File: src/sv/pwmm_pkg.sv
// shared types and constants for the pot-to-pwm setting mapper
// no dependencies; imported by every module of the block
package pwmm_pkg;

    localparam int unsigned SAMPLE_WIDTH_DEF = 10;
    localparam int unsigned CH_COUNT         = 3;

    localparam logic [1:0] FD_SHIFT_RST    = 2'd2;
    localparam logic [1:0] PRESC_SHIFT_RST = 2'd3;
    localparam logic       TOP_NZ_RST      = 1'b1;
    localparam logic       PRESC_FOL_RST   = 1'b1;
    localparam logic [3:0] CS_RST          = 4'd1;
    localparam logic [7:0] TOP_MAX         = 8'd255;

    typedef enum logic [1:0] {
        CH_FREQ   = 2'd0,
        CH_DUTY   = 2'd1,
        CH_PRESC  = 2'd2,
        CH_UNUSED = 2'd3
    } chan_t;

    typedef enum logic [1:0] {
        MODE_OFF  = 2'd0,
        MODE_FULL = 2'd1,
        MODE_RUN  = 2'd2
    } mode_t;

    typedef enum logic [1:0] {
        REG_FD_SHIFT    = 2'd0,
        REG_PRESC_SHIFT = 2'd1,
        REG_TOP_NZ      = 2'd2,
        REG_PRESC_FOL   = 2'd3
    } reg_idx_t;

    typedef struct packed {
        logic [1:0] fd_shift;
        logic [1:0] presc_shift;
        logic       top_nz;
        logic       presc_follow;
    } cfg_t;

    // floor(x / (2^w - 1)) by folding the high part back in twice
    function automatic logic [31:0] div_full(input logic [31:0] x, input int unsigned w);
        logic [31:0] m;
        logic [31:0] t;
        logic [31:0] r1;
        logic [31:0] t2;
        logic [31:0] r2;
        m  = (32'd1 << w) - 32'd1;
        t  = x >> w;
        r1 = (x & m) + t;
        t2 = r1 >> w;
        r2 = (r1 & m) + t2;
        return t + t2 + ((r2 >= m) ? 32'd1 : 32'd0);
    endfunction

endpackage

File: src/sv/pot_to_pwm_setting_mapper.sv
// top level of the pot-to-pwm setting mapper: config registers and pipeline
// depends on pwmm_pkg, pwmm_accum, pwmm_scale, pwmm_out
//
// Converter samples enter on the s_ stream, sample in s_tdata and the source
// pot in s_tuser (0 frequency, 1 duty, 2 prescaler, 3 ignored). Each channel
// is averaged over 2^shift samples. A finished frequency average updates the
// held top value, a finished prescaler average (if presc_follow) the held
// clock select; only a finished duty average emits a word on the m_ stream.
// The cfg_ port writes the four settings and is always ready.
// A duty word passes the input register, loaded at the edge that accepts the
// sample completing its average, then the sum, product and result registers.
// Throughput: one sample per cycle, set by the single-pass stages, as long as
// a receiver stall has not backed up to the input.
// Reset clears sums, counts, the top value (to 0) and sets the clock select
// to 1 and the settings to their defaults.
// When the receiver stalls, the result register holds its word; stages
// behind it keep filling bubbles and s_tready drops only once every stage
// holds a word.
module pot_to_pwm_setting_mapper #(
    parameter int unsigned SAMPLE_WIDTH = pwmm_pkg::SAMPLE_WIDTH_DEF,
    parameter int unsigned S_TDATA_W    = ((SAMPLE_WIDTH + 7) / 8) * 8
) (
    input  logic                 aclk,
    input  logic                 aresetn,
    input  logic                 s_tvalid,
    output logic                 s_tready,
    input  logic [S_TDATA_W-1:0] s_tdata,   // sample
    input  logic [1:0]           s_tuser,   // channel
    output logic                 m_tvalid,
    input  logic                 m_tready,
    // top_value, compare_value, drive_mode, clock_select, main_pin_level,
    // anti_pin_level
    output logic [23:0]          m_tdata,
    input  logic                 cfg_valid,
    output logic                 cfg_ready,
    input  logic [1:0]           cfg_index,
    input  logic [1:0]           cfg_data
);
    import pwmm_pkg::*;

    cfg_t                     cfg_reg;
    logic                     avg_valid;
    logic                     avg_ready;
    logic [1:0]               avg_chan;
    logic [SAMPLE_WIDTH+2:0]  avg_data;
    logic                     prod_valid;
    logic                     prod_ready;
    logic [SAMPLE_WIDTH+10:0] prod_data;
    logic [7:0]               prod_top;
    logic [3:0]               prod_cs;
    logic [7:0]               m_top;
    logic [7:0]               m_cmp;
    logic [1:0]               m_mode;
    logic [3:0]               m_cs;
    logic                     m_main;
    logic                     m_anti;

    assign cfg_ready = 1'b1;

    always_ff @(posedge aclk) begin
        if (!aresetn) begin
            cfg_reg.fd_shift     <= FD_SHIFT_RST;
            cfg_reg.presc_shift  <= PRESC_SHIFT_RST;
            cfg_reg.top_nz       <= TOP_NZ_RST;
            cfg_reg.presc_follow <= PRESC_FOL_RST;
        end else if (cfg_valid && cfg_ready) begin
            case (reg_idx_t'(cfg_index))
                REG_FD_SHIFT:    cfg_reg.fd_shift     <= cfg_data;
                REG_PRESC_SHIFT: cfg_reg.presc_shift  <= cfg_data;
                REG_TOP_NZ:      cfg_reg.top_nz       <= cfg_data[0];
                REG_PRESC_FOL:   cfg_reg.presc_follow <= cfg_data[0];
                default: begin
                end
            endcase
        end
    end

    pwmm_accum #(
        .SAMPLE_WIDTH(SAMPLE_WIDTH)
    ) u_accum (
        .aclk      (aclk),
        .aresetn   (aresetn),
        .cfg       (cfg_reg),
        .s_valid   (s_tvalid),
        .s_ready   (s_tready),
        .s_sample  (s_tdata[SAMPLE_WIDTH-1:0]),
        .s_chan    (s_tuser),
        .avg_valid (avg_valid),
        .avg_ready (avg_ready),
        .avg_chan  (avg_chan),
        .avg_data  (avg_data)
    );

    pwmm_scale #(
        .SAMPLE_WIDTH(SAMPLE_WIDTH)
    ) u_scale (
        .aclk       (aclk),
        .aresetn    (aresetn),
        .cfg        (cfg_reg),
        .avg_valid  (avg_valid),
        .avg_ready  (avg_ready),
        .avg_chan   (avg_chan),
        .avg_data   (avg_data),
        .prod_valid (prod_valid),
        .prod_ready (prod_ready),
        .prod_data  (prod_data),
        .prod_top   (prod_top),
        .prod_cs    (prod_cs)
    );

    pwmm_out #(
        .SAMPLE_WIDTH(SAMPLE_WIDTH)
    ) u_out (
        .aclk       (aclk),
        .aresetn    (aresetn),
        .prod_valid (prod_valid),
        .prod_ready (prod_ready),
        .prod_data  (prod_data),
        .prod_top   (prod_top),
        .prod_cs    (prod_cs),
        .m_valid    (m_tvalid),
        .m_ready    (m_tready),
        .m_top      (m_top),
        .m_cmp      (m_cmp),
        .m_mode     (m_mode),
        .m_cs       (m_cs),
        .m_main     (m_main),
        .m_anti     (m_anti)
    );

    assign m_tdata = {m_anti, m_main, m_cs, m_mode, m_cmp, m_top};

    a_hold_word: assert property (@(posedge aclk) disable iff (!aresetn)
        (m_tvalid && !m_tready) |=> (m_tvalid && $stable(m_tdata)))
        else $error("result word changed or dropped while stalled");

    a_full_pins: assert property (@(posedge aclk) disable iff (!aresetn)
        (m_tvalid && m_mode == MODE_FULL) |-> (m_cmp == TOP_MAX && m_main && !m_anti))
        else $error("full-on word without maximum compare or with wrong pins");

    a_off_pins: assert property (@(posedge aclk) disable iff (!aresetn)
        (m_tvalid && m_mode == MODE_OFF) |-> (!m_main && m_anti))
        else $error("off word with wrong pins");

endmodule

File: src/sv/pwmm_accum.sv
// input register and per-channel running sums with power-of-two averaging
// depends on pwmm_pkg
module pwmm_accum #(
    parameter int unsigned SAMPLE_WIDTH = pwmm_pkg::SAMPLE_WIDTH_DEF
) (
    input  logic                    aclk,
    input  logic                    aresetn,
    input  pwmm_pkg::cfg_t          cfg,
    input  logic                    s_valid,
    output logic                    s_ready,
    input  logic [SAMPLE_WIDTH-1:0] s_sample,
    input  logic [1:0]              s_chan,
    output logic                    avg_valid,
    input  logic                    avg_ready,
    output logic [1:0]              avg_chan,
    output logic [SAMPLE_WIDTH+2:0] avg_data
);
    import pwmm_pkg::*;

    localparam int unsigned SUM_W = SAMPLE_WIDTH + 3;

    logic                    in_valid_reg;
    logic [SAMPLE_WIDTH-1:0] in_sample_reg;
    logic [1:0]              in_chan_reg;
    logic                    avg_valid_reg;
    logic [1:0]              avg_chan_reg;
    logic [SUM_W-1:0]        avg_data_reg;
    logic [SUM_W-1:0]        sum_reg [CH_COUNT];
    logic [3:0]              cnt_reg [CH_COUNT];

    logic                    adv;
    logic                    commit;
    logic                    used;
    logic [1:0]              sel;
    logic [1:0]              shift;
    logic [SUM_W-1:0]        sum_next;
    logic [3:0]              cnt_next;
    logic                    done;
    logic [SUM_W-1:0]        avg_next;

    assign adv     = !avg_valid_reg || avg_ready;
    assign s_ready = !in_valid_reg || adv;
    assign commit  = in_valid_reg && adv;
    assign used    = in_chan_reg != CH_UNUSED;
    assign sel     = used ? in_chan_reg : CH_FREQ;
    assign shift   = (in_chan_reg == CH_PRESC) ? cfg.presc_shift : cfg.fd_shift;
    assign sum_next = sum_reg[sel] + SUM_W'(in_sample_reg);
    assign cnt_next = cnt_reg[sel] + 4'd1;
    assign done     = cnt_next >= (4'd1 << shift);
    assign avg_next = sum_next >> shift;

    always_ff @(posedge aclk) begin
        if (!aresetn) begin
            in_valid_reg  <= 1'b0;
            avg_valid_reg <= 1'b0;
            for (int i = 0; i < CH_COUNT; i++) begin
                sum_reg[i] <= '0;
                cnt_reg[i] <= '0;
            end
        end else begin
            if (s_ready) begin
                in_valid_reg <= s_valid;
            end
            if (adv) begin
                avg_valid_reg <= commit && used && done;
            end
            if (commit && used) begin
                sum_reg[sel] <= done ? '0 : sum_next;
                cnt_reg[sel] <= done ? '0 : cnt_next;
            end
        end
    end

    always_ff @(posedge aclk) begin
        if (s_valid && s_ready) begin
            in_sample_reg <= s_sample;
            in_chan_reg   <= s_chan;
        end
        if (adv) begin
            avg_data_reg <= avg_next;
            avg_chan_reg <= in_chan_reg;
        end
    end

    assign avg_valid = avg_valid_reg;
    assign avg_chan  = avg_chan_reg;
    assign avg_data  = avg_data_reg;

endmodule

File: src/sv/pwmm_scale.sv
// held top value and clock select, and the duty product average * top
// depends on pwmm_pkg
module pwmm_scale #(
    parameter int unsigned SAMPLE_WIDTH = pwmm_pkg::SAMPLE_WIDTH_DEF
) (
    input  logic                     aclk,
    input  logic                     aresetn,
    input  pwmm_pkg::cfg_t           cfg,
    input  logic                     avg_valid,
    output logic                     avg_ready,
    input  logic [1:0]               avg_chan,
    input  logic [SAMPLE_WIDTH+2:0]  avg_data,
    output logic                     prod_valid,
    input  logic                     prod_ready,
    output logic [SAMPLE_WIDTH+10:0] prod_data,
    output logic [7:0]               prod_top,
    output logic [3:0]               prod_cs
);
    import pwmm_pkg::*;

    localparam int unsigned AW = SAMPLE_WIDTH + 3;
    localparam int unsigned PW = AW + 8;
    localparam int unsigned CW = AW + 4;

    logic [7:0]    top_val_reg;
    logic [3:0]    cs_reg;
    logic          prod_valid_reg;
    logic [PW-1:0] prod_data_reg;
    logic [7:0]    prod_top_reg;
    logic [3:0]    prod_cs_reg;

    logic          adv;
    logic          commit;
    logic [PW-1:0] x255;
    logic [CW-1:0] x15;
    logic [10:0]   q255;
    logic [6:0]    q15;
    logic [7:0]    top_next;
    logic [3:0]    cs_next;
    logic [PW-1:0] prod_next;

    assign adv       = !prod_valid_reg || prod_ready;
    assign avg_ready = adv;
    assign commit    = avg_valid && adv;

    // avg * 255 and avg * 15 by shift and subtract
    assign x255 = {avg_data, 8'd0} - PW'(avg_data);
    assign x15  = {avg_data, 4'd0} - CW'(avg_data);
    assign q255 = 11'(div_full(32'(x255), SAMPLE_WIDTH));
    assign q15  = 7'(div_full(32'(x15), SAMPLE_WIDTH));

    // top wraps to 8 bits; only an exact zero before wrapping is raised, if top_nz
    always_comb begin
        top_next = TOP_MAX - q255[7:0];
        if (q255 == 11'(TOP_MAX) && cfg.top_nz) begin
            top_next = 8'd1;
        end
        cs_next = (q15 == 7'd0) ? 4'd1 : q15[3:0];
    end

    assign prod_next = PW'(avg_data) * PW'(top_val_reg);

    always_ff @(posedge aclk) begin
        if (!aresetn) begin
            top_val_reg    <= 8'd0;
            cs_reg         <= CS_RST;
            prod_valid_reg <= 1'b0;
        end else begin
            if (commit && avg_chan == CH_FREQ) begin
                top_val_reg <= top_next;
            end
            if (commit && avg_chan == CH_PRESC && cfg.presc_follow) begin
                cs_reg <= cs_next;
            end
            if (adv) begin
                prod_valid_reg <= commit && avg_chan == CH_DUTY;
            end
        end
    end

    always_ff @(posedge aclk) begin
        if (adv) begin
            prod_data_reg <= prod_next;
            prod_top_reg  <= top_val_reg;
            prod_cs_reg   <= cs_reg;
        end
    end

    assign prod_valid = prod_valid_reg;
    assign prod_data  = prod_data_reg;
    assign prod_top   = prod_top_reg;
    assign prod_cs    = prod_cs_reg;

endmodule

File: src/sv/pwmm_out.sv
// compare value, drive mode and pin levels, held in the result register
// depends on pwmm_pkg
module pwmm_out #(
    parameter int unsigned SAMPLE_WIDTH = pwmm_pkg::SAMPLE_WIDTH_DEF
) (
    input  logic                     aclk,
    input  logic                     aresetn,
    input  logic                     prod_valid,
    output logic                     prod_ready,
    input  logic [SAMPLE_WIDTH+10:0] prod_data,
    input  logic [7:0]               prod_top,
    input  logic [3:0]               prod_cs,
    output logic                     m_valid,
    input  logic                     m_ready,
    output logic [7:0]               m_top,
    output logic [7:0]               m_cmp,
    output logic [1:0]               m_mode,
    output logic [3:0]               m_cs,
    output logic                     m_main,
    output logic                     m_anti
);
    import pwmm_pkg::*;

    logic       out_valid_reg;
    logic [7:0] top_reg;
    logic [7:0] cmp_reg;
    mode_t      mode_reg;
    logic [3:0] cs_reg;
    logic       main_reg;
    logic       anti_reg;

    logic       adv;
    logic [7:0] cmp_next;
    mode_t      mode_next;
    logic       main_next;
    logic       anti_next;

    assign adv        = !out_valid_reg || m_ready;
    assign prod_ready = adv;
    assign cmp_next   = 8'(div_full(32'(prod_data), SAMPLE_WIDTH));

    always_comb begin
        if (prod_top == 8'd0 || cmp_next == 8'd0) begin
            mode_next = MODE_OFF;
        end else if (cmp_next == TOP_MAX) begin
            mode_next = MODE_FULL;
        end else begin
            mode_next = MODE_RUN;
        end
    end

    always_comb begin
        case (mode_next)
            MODE_OFF: begin
                main_next = 1'b0;
                anti_next = 1'b1;
            end
            MODE_FULL: begin
                main_next = 1'b1;
                anti_next = 1'b0;
            end
            default: begin
                main_next = 1'b0;
                anti_next = 1'b0;
            end
        endcase
    end

    always_ff @(posedge aclk) begin
        if (!aresetn) begin
            out_valid_reg <= 1'b0;
        end else if (adv) begin
            out_valid_reg <= prod_valid;
        end
    end

    always_ff @(posedge aclk) begin
        if (adv && prod_valid) begin
            top_reg  <= prod_top;
            cmp_reg  <= cmp_next;
            mode_reg <= mode_next;
            cs_reg   <= prod_cs;
            main_reg <= main_next;
            anti_reg <= anti_next;
        end
    end

    assign m_valid = out_valid_reg;
    assign m_top   = top_reg;
    assign m_cmp   = cmp_reg;
    assign m_mode  = mode_reg;
    assign m_cs    = cs_reg;
    assign m_main  = main_reg;
    assign m_anti  = anti_reg;

endmodule

File: config.mk
export PLATFORM = sky130hd
export DESIGN_NAME = pot_to_pwm_setting_mapper
export DESIGN_NICKNAME = d
export VERILOG_FILES = /design/src/sv/pwmm_pkg.sv /design/src/sv/pot_to_pwm_setting_mapper.sv /design/src/sv/pwmm_accum.sv /design/src/sv/pwmm_scale.sv /design/src/sv/pwmm_out.sv
export SDC_FILE = /design/constraint.sdc
export NUM_CORES = 1
export LEC_CHECK = 0
export ABC_CLOCK_PERIOD_IN_PS = 8200
export BUFFER_PORTS_ARGS = -buffer_cell sky130_fd_sc_hd__buf_2
export CAP_MARGIN = 20
export CELL_PAD_IN_SITES_DETAIL_PLACEMENT = 1
export CELL_PAD_IN_SITES_GLOBAL_PLACEMENT = 1
export CORE_MARGIN = 2
export CORE_UTILIZATION = 50
export CTS_CLUSTER_DIAMETER = 100
export CTS_CLUSTER_SIZE = 28
export DETAILED_ROUTE_END_ITERATION = 8
export HOLD_SLACK_MARGIN = 0.1
export PLACE_DENSITY_LB_ADDON = 0.25
export SYNTH_ARGS = -nofsm -noshare
export SYNTH_HDL_FRONTEND = slang
export SYNTH_SLANG_ARGS = --single-unit
File: constraint.sdc
create_clock -name aclk -period 8.2 [get_ports aclk]
set_clock_uncertainty 0.1 [all_clocks]
set_input_delay 0.41 -clock aclk [delete_from_list [all_inputs] [get_ports aclk]]
set_output_delay 0.41 -clock aclk [all_outputs]
set_load 0.005 [all_outputs]
==> impl_metrics.py <==
metrics = {
    "outcome": {
        "outcome": "finished clean",
    },
    "layout": {
        "final_nets": 1572,
        "final_cell_area_um2": 14900,
        "diodes": 0,
        "n_fill_cell": 2900,
        "areaGrowthSynthToFinish_pct": 10.4,
        "largest_reg_flops": 52,
        "drive_gt1_share_pct": 10.7,
    },
    "global_route": {
        "grt_overflow": 0,
        "antenna_found_initial": 0,
        "grt_pass1_wl_um": 59400,
        "grt_start_max_net_pins": 36,
        "track_usage_pct": 27.2,
        "grt_pass1_vias": 11152,
    },
    "timing": {
        "rsz0062_at_grt": "no",
        "worst_pin_slew_ns": 1.03,
        "fmax_mhz": 129,
        "maxSlewViolCount": 0,
        "hold_violations": 0,
        "finalCritPeriodShare_pct": 94.6,
        "tns_ns": 0,
        "maxSlewHeadroom_pct": 31.4,
        "setup_viol": 0,
        "min_period_ns": 7.76,
    },
    "detailed_routing": {
        "drt-total-wl_um": 37200,
        "vias": 10084,
        "dr.pass1.iters": 5,
        "final_antenna_net_count": 0,
        "drc_errors": 0,
        "wl_per_cell_um": 21.8,
        "routed_via_density": 5.89,
        "drt_iter0_drc": 674,
    },
    "worst_setup_path": {
        "reg2reg_depth": 31,
        "rr_startpoint": "u_accum.avg_data[1]",
        "end_kind": "register",
        "critical_path_buf_inv_count": 2,
        "path_depth": 31,
        "reg2reg_slack_ns": 0.44,
        "critPathTopFamily": "compound AO/OA/AOI/OAI gates",
        "slowest_stage": "or3b_2",
        "worstSetupPathType": "reg2reg",
        "cp-start-kind": "register",
        "critPathArrivalTime_ns": 7.93,
        "max_stage_delay_ns": 0.55,
        "critPathMaxFanout": 5,
        "reg2reg_to": "u_scale.top_val_reg[7]",
        "crit_path_frequent_cell": "a21oi_1",
        "cp.required_ns": 8.37,
    },
    "clocking": {
        "cts.sinks": 173,
        "clk_pin_slew_ns": 0.08,
        "cts_max_level": 4,
        "cts_tree": "yes",
        "cts_setup_buffers": 0,
        "cts_buffers": 17,
        "clockRootBuffer": "clkbuf_16",
        "clock_latency_ns": 0.45,
        "clock_path_buffers": 2,
    },
    "floorplanning": {
        "rows": 60,
        "die_w_um": 168,
        "initial_core_util_pct": 50.5,
        "die_h_um": 168,
        "dieArea_um2": 28300,
        "core_um2": 26700,
        "pin_count": 54,
    },
    "logic_synthesis": {
        "yosys.area.top_type": "edfxtp_1",
        "yosysWarnings": 0,
        "syn_nets": 1515,
        "yosys.area.top_type_share_pct": 33.6,
        "synth_ff_type": "edfxtp_1",
        "syn_area_um2": 13500,
        "ys_async_sr_fraction_pct": 0,
        "synthTopCellsByArea": "edfxtp_1 (34%), fa_1 (11%), ha_1 (10%), xnor2_1 (4.8%), inv_1 (3.9%)",
        "synthCells": 1300,
        "seq_area_frac_synth_pct": 36.8,
        "synth_cell_types": 78,
        "synth_area_per_cell_um2": 10.4,
        "synth_edf_count": 151,
        "synth-seq-cells": 173,
    },
    "power": {
        "power_frac_clock_pct": 20.0,
        "peakVddDrop_uv": 161,
        "seq_power_share_pct": 26.2,
        "internal_power_w": 0.00232,
        "power_frac_comb_pct": 53.8,
        "p_leak_nw": 6.64,
        "switching_share_pct": 43.9,
        "power_density_nw_per_um2": 277,
        "p_sw_w": 0.00182,
    },
    "worst_hold_path": {
        "holdPathStages": 3,
        "min_to": "u_accum.in_valid_reg",
        "hold_path.class": "in2reg",
        "hp-start": "s_tvalid",
    },
    "placed_design": {
        "place_area_um2": 14100,
        "hpwl_um": 27800,
        "gp_congestion": 0.908,
        "port_buffers": 46,
    },
    "flow_run": {
        "cap_violations": 0,
    },
}
[layout by cell type, fill, tap and decap left out, drive strengths merged, types with 9 or more instances in the layout]
| master | netlist | final |
|---|---|---|
| nor2 | 114 | 114 |
| and3 | 10 | 10 |
| o21a | 13 | 13 |
| a31oi | 9 | 9 |
| and2 | 53 | 53 |
| o21ai | 32 | 32 |
| clkinv | 2 | 11 |
| fa | 77 | 77 |
| mux2i | 20 | 20 |
| edfxtp | 151 | 151 |
| xor2 | 19 | 19 |
| nor2b | 11 | 11 |
| xnor2 | 74 | 74 |
| clkbuf | 33 | 17 |
| a21oi | 53 | 53 |
| mux4 | 16 | 16 |
| nand2 | 114 | 114 |
| nand3 | 23 | 23 |
| nor3 | 28 | 28 |
| dfxtp | 22 | 22 |
| ha | 111 | 111 |
| dlygate4sd3 | 0 | 12 |
| inv | 141 | 147 |
| o21bai | 10 | 10 |
| a211oi | 9 | 9 |
| buf | 10 | 69 |
| a21o | 29 | 29 |
[tightest hold or removal path: stages]
cell and delay, ns:
buf_2 0.10, a21oi_1 0.04, nor2_1 0.07
[metal layers]
metal  track usage, %  share of wire, %  vias to the layer above
li1                 -                 -                     4634
met3             3.78               3.8                       69
met1             32.8                41                     5158
met5                0                 0                        -
met2             49.3                52                      223
met4             10.5               3.3                        0
[how the worst max path moves through the flow]
stage	slack [ns]	endpoint	startpoint
floorplan	0.87	u_scale.top_val_reg[0]	u_accum.avg_data[0]
global placement	0.62	u_scale.top_val_reg[0]	u_accum.avg_data[0]
detailed placement	0.41	u_scale.top_val_reg[0]	u_accum.avg_data[1]
CTS	0.32	u_scale.top_val_reg[7]	u_accum.avg_data[1]
global route	0.01	u_scale.top_val_reg[7]	u_accum.avg_data[1]
finish	0.44	u_scale.top_val_reg[7]	u_accum.avg_data[1]
[kinds of logic (layout without fill, tap and decap cells)]
kind of cell | count (synthesis) | count (layout) | share of synthesized area, %
AND/OR/NAND/NOR | 409 | 409 | 14.7
AO/OA/AOI/OAI | 210 | 210 | 10.9
adder cells (fa/ha/maj) | 188 | 188 | 21.7
buffers and inverters | 186 | 256 | 5.39
flip-flops | 173 | 173 | 36.8
XOR/XNOR | 93 | 93 | 6.03
multiplexers | 40 | 40 | 4.48
other | 1 | 1 | 0.0278
[synth_stat cells, types with 11 or more instances]
master    instances
clkbuf_1         32
nand3_1          23
fa_1             77
mux4_2           16
xnor2_1          74
nor2_1          114
dfxtp_1          22
nor3_1           28
nand2_1         114
inv_1           141
xor2_1           19
a21oi_1          53
a21o_1           29
o21a_1           12
and2_1           53
mux2i_1          20
nor2b_1          11
ha_1            111
edfxtp_1        151
o21ai_0          30
[what timing repair did]
action,in CTS,in global routing
hold buffers,12,0
setup endpoints to repair,0,2
hold endpoints to repair,12,0
gates resized for setup,0,6
[final cells by class]
class / count / area, µm² / area share [%]
Clock buffer: 17 / 425 / 2.85
Multi-Input combinational cell: 941 / 7830 / 52.5
Sequential cell: 173 / 4970 / 33.4
Clock inverter: 15 / 191 / 1.28
Timing Repair Buffer: 81 / 523 / 3.51
Tap cell: 341 / 427 / 2.86
Inverter: 143 / 537 / 3.60
[power groups by stage]
stage	sequential (W)	combinational (W)	clock (W)
after floorplan	0.00107	0.00161	0
after global placement	0.00110	0.00206	0
after detailed placement	0.00110	0.00216	0
after CTS	0.00108	0.00218	0.000835
after global routing	0.00109	0.00246	0.000863
final	0.00108	0.00223	0.000827
[per-stage QoR]
step | setup WS (ns) | total power [W] | instances | utilization (%) | hold slack [ns]
after floorplan | 0.868 | 0.00268 | 1300 | - | 0.300
after global placement | 0.625 | 0.00316 | 1666 | 52.9 | 0.317
after detailed placement | 0.412 | 0.00326 | 1667 | 52.9 | 0.313
after CTS | 0.324 | 0.00410 | 1711 | 55.7 | 0.108
after global routing | 0.0142 | 0.00441 | 1711 | 55.8 | 0.132
final | 0.445 | 0.00414 | 1711 | 55.8 | 0.112
No activity file was read; power rests on OpenSTA's default activity.
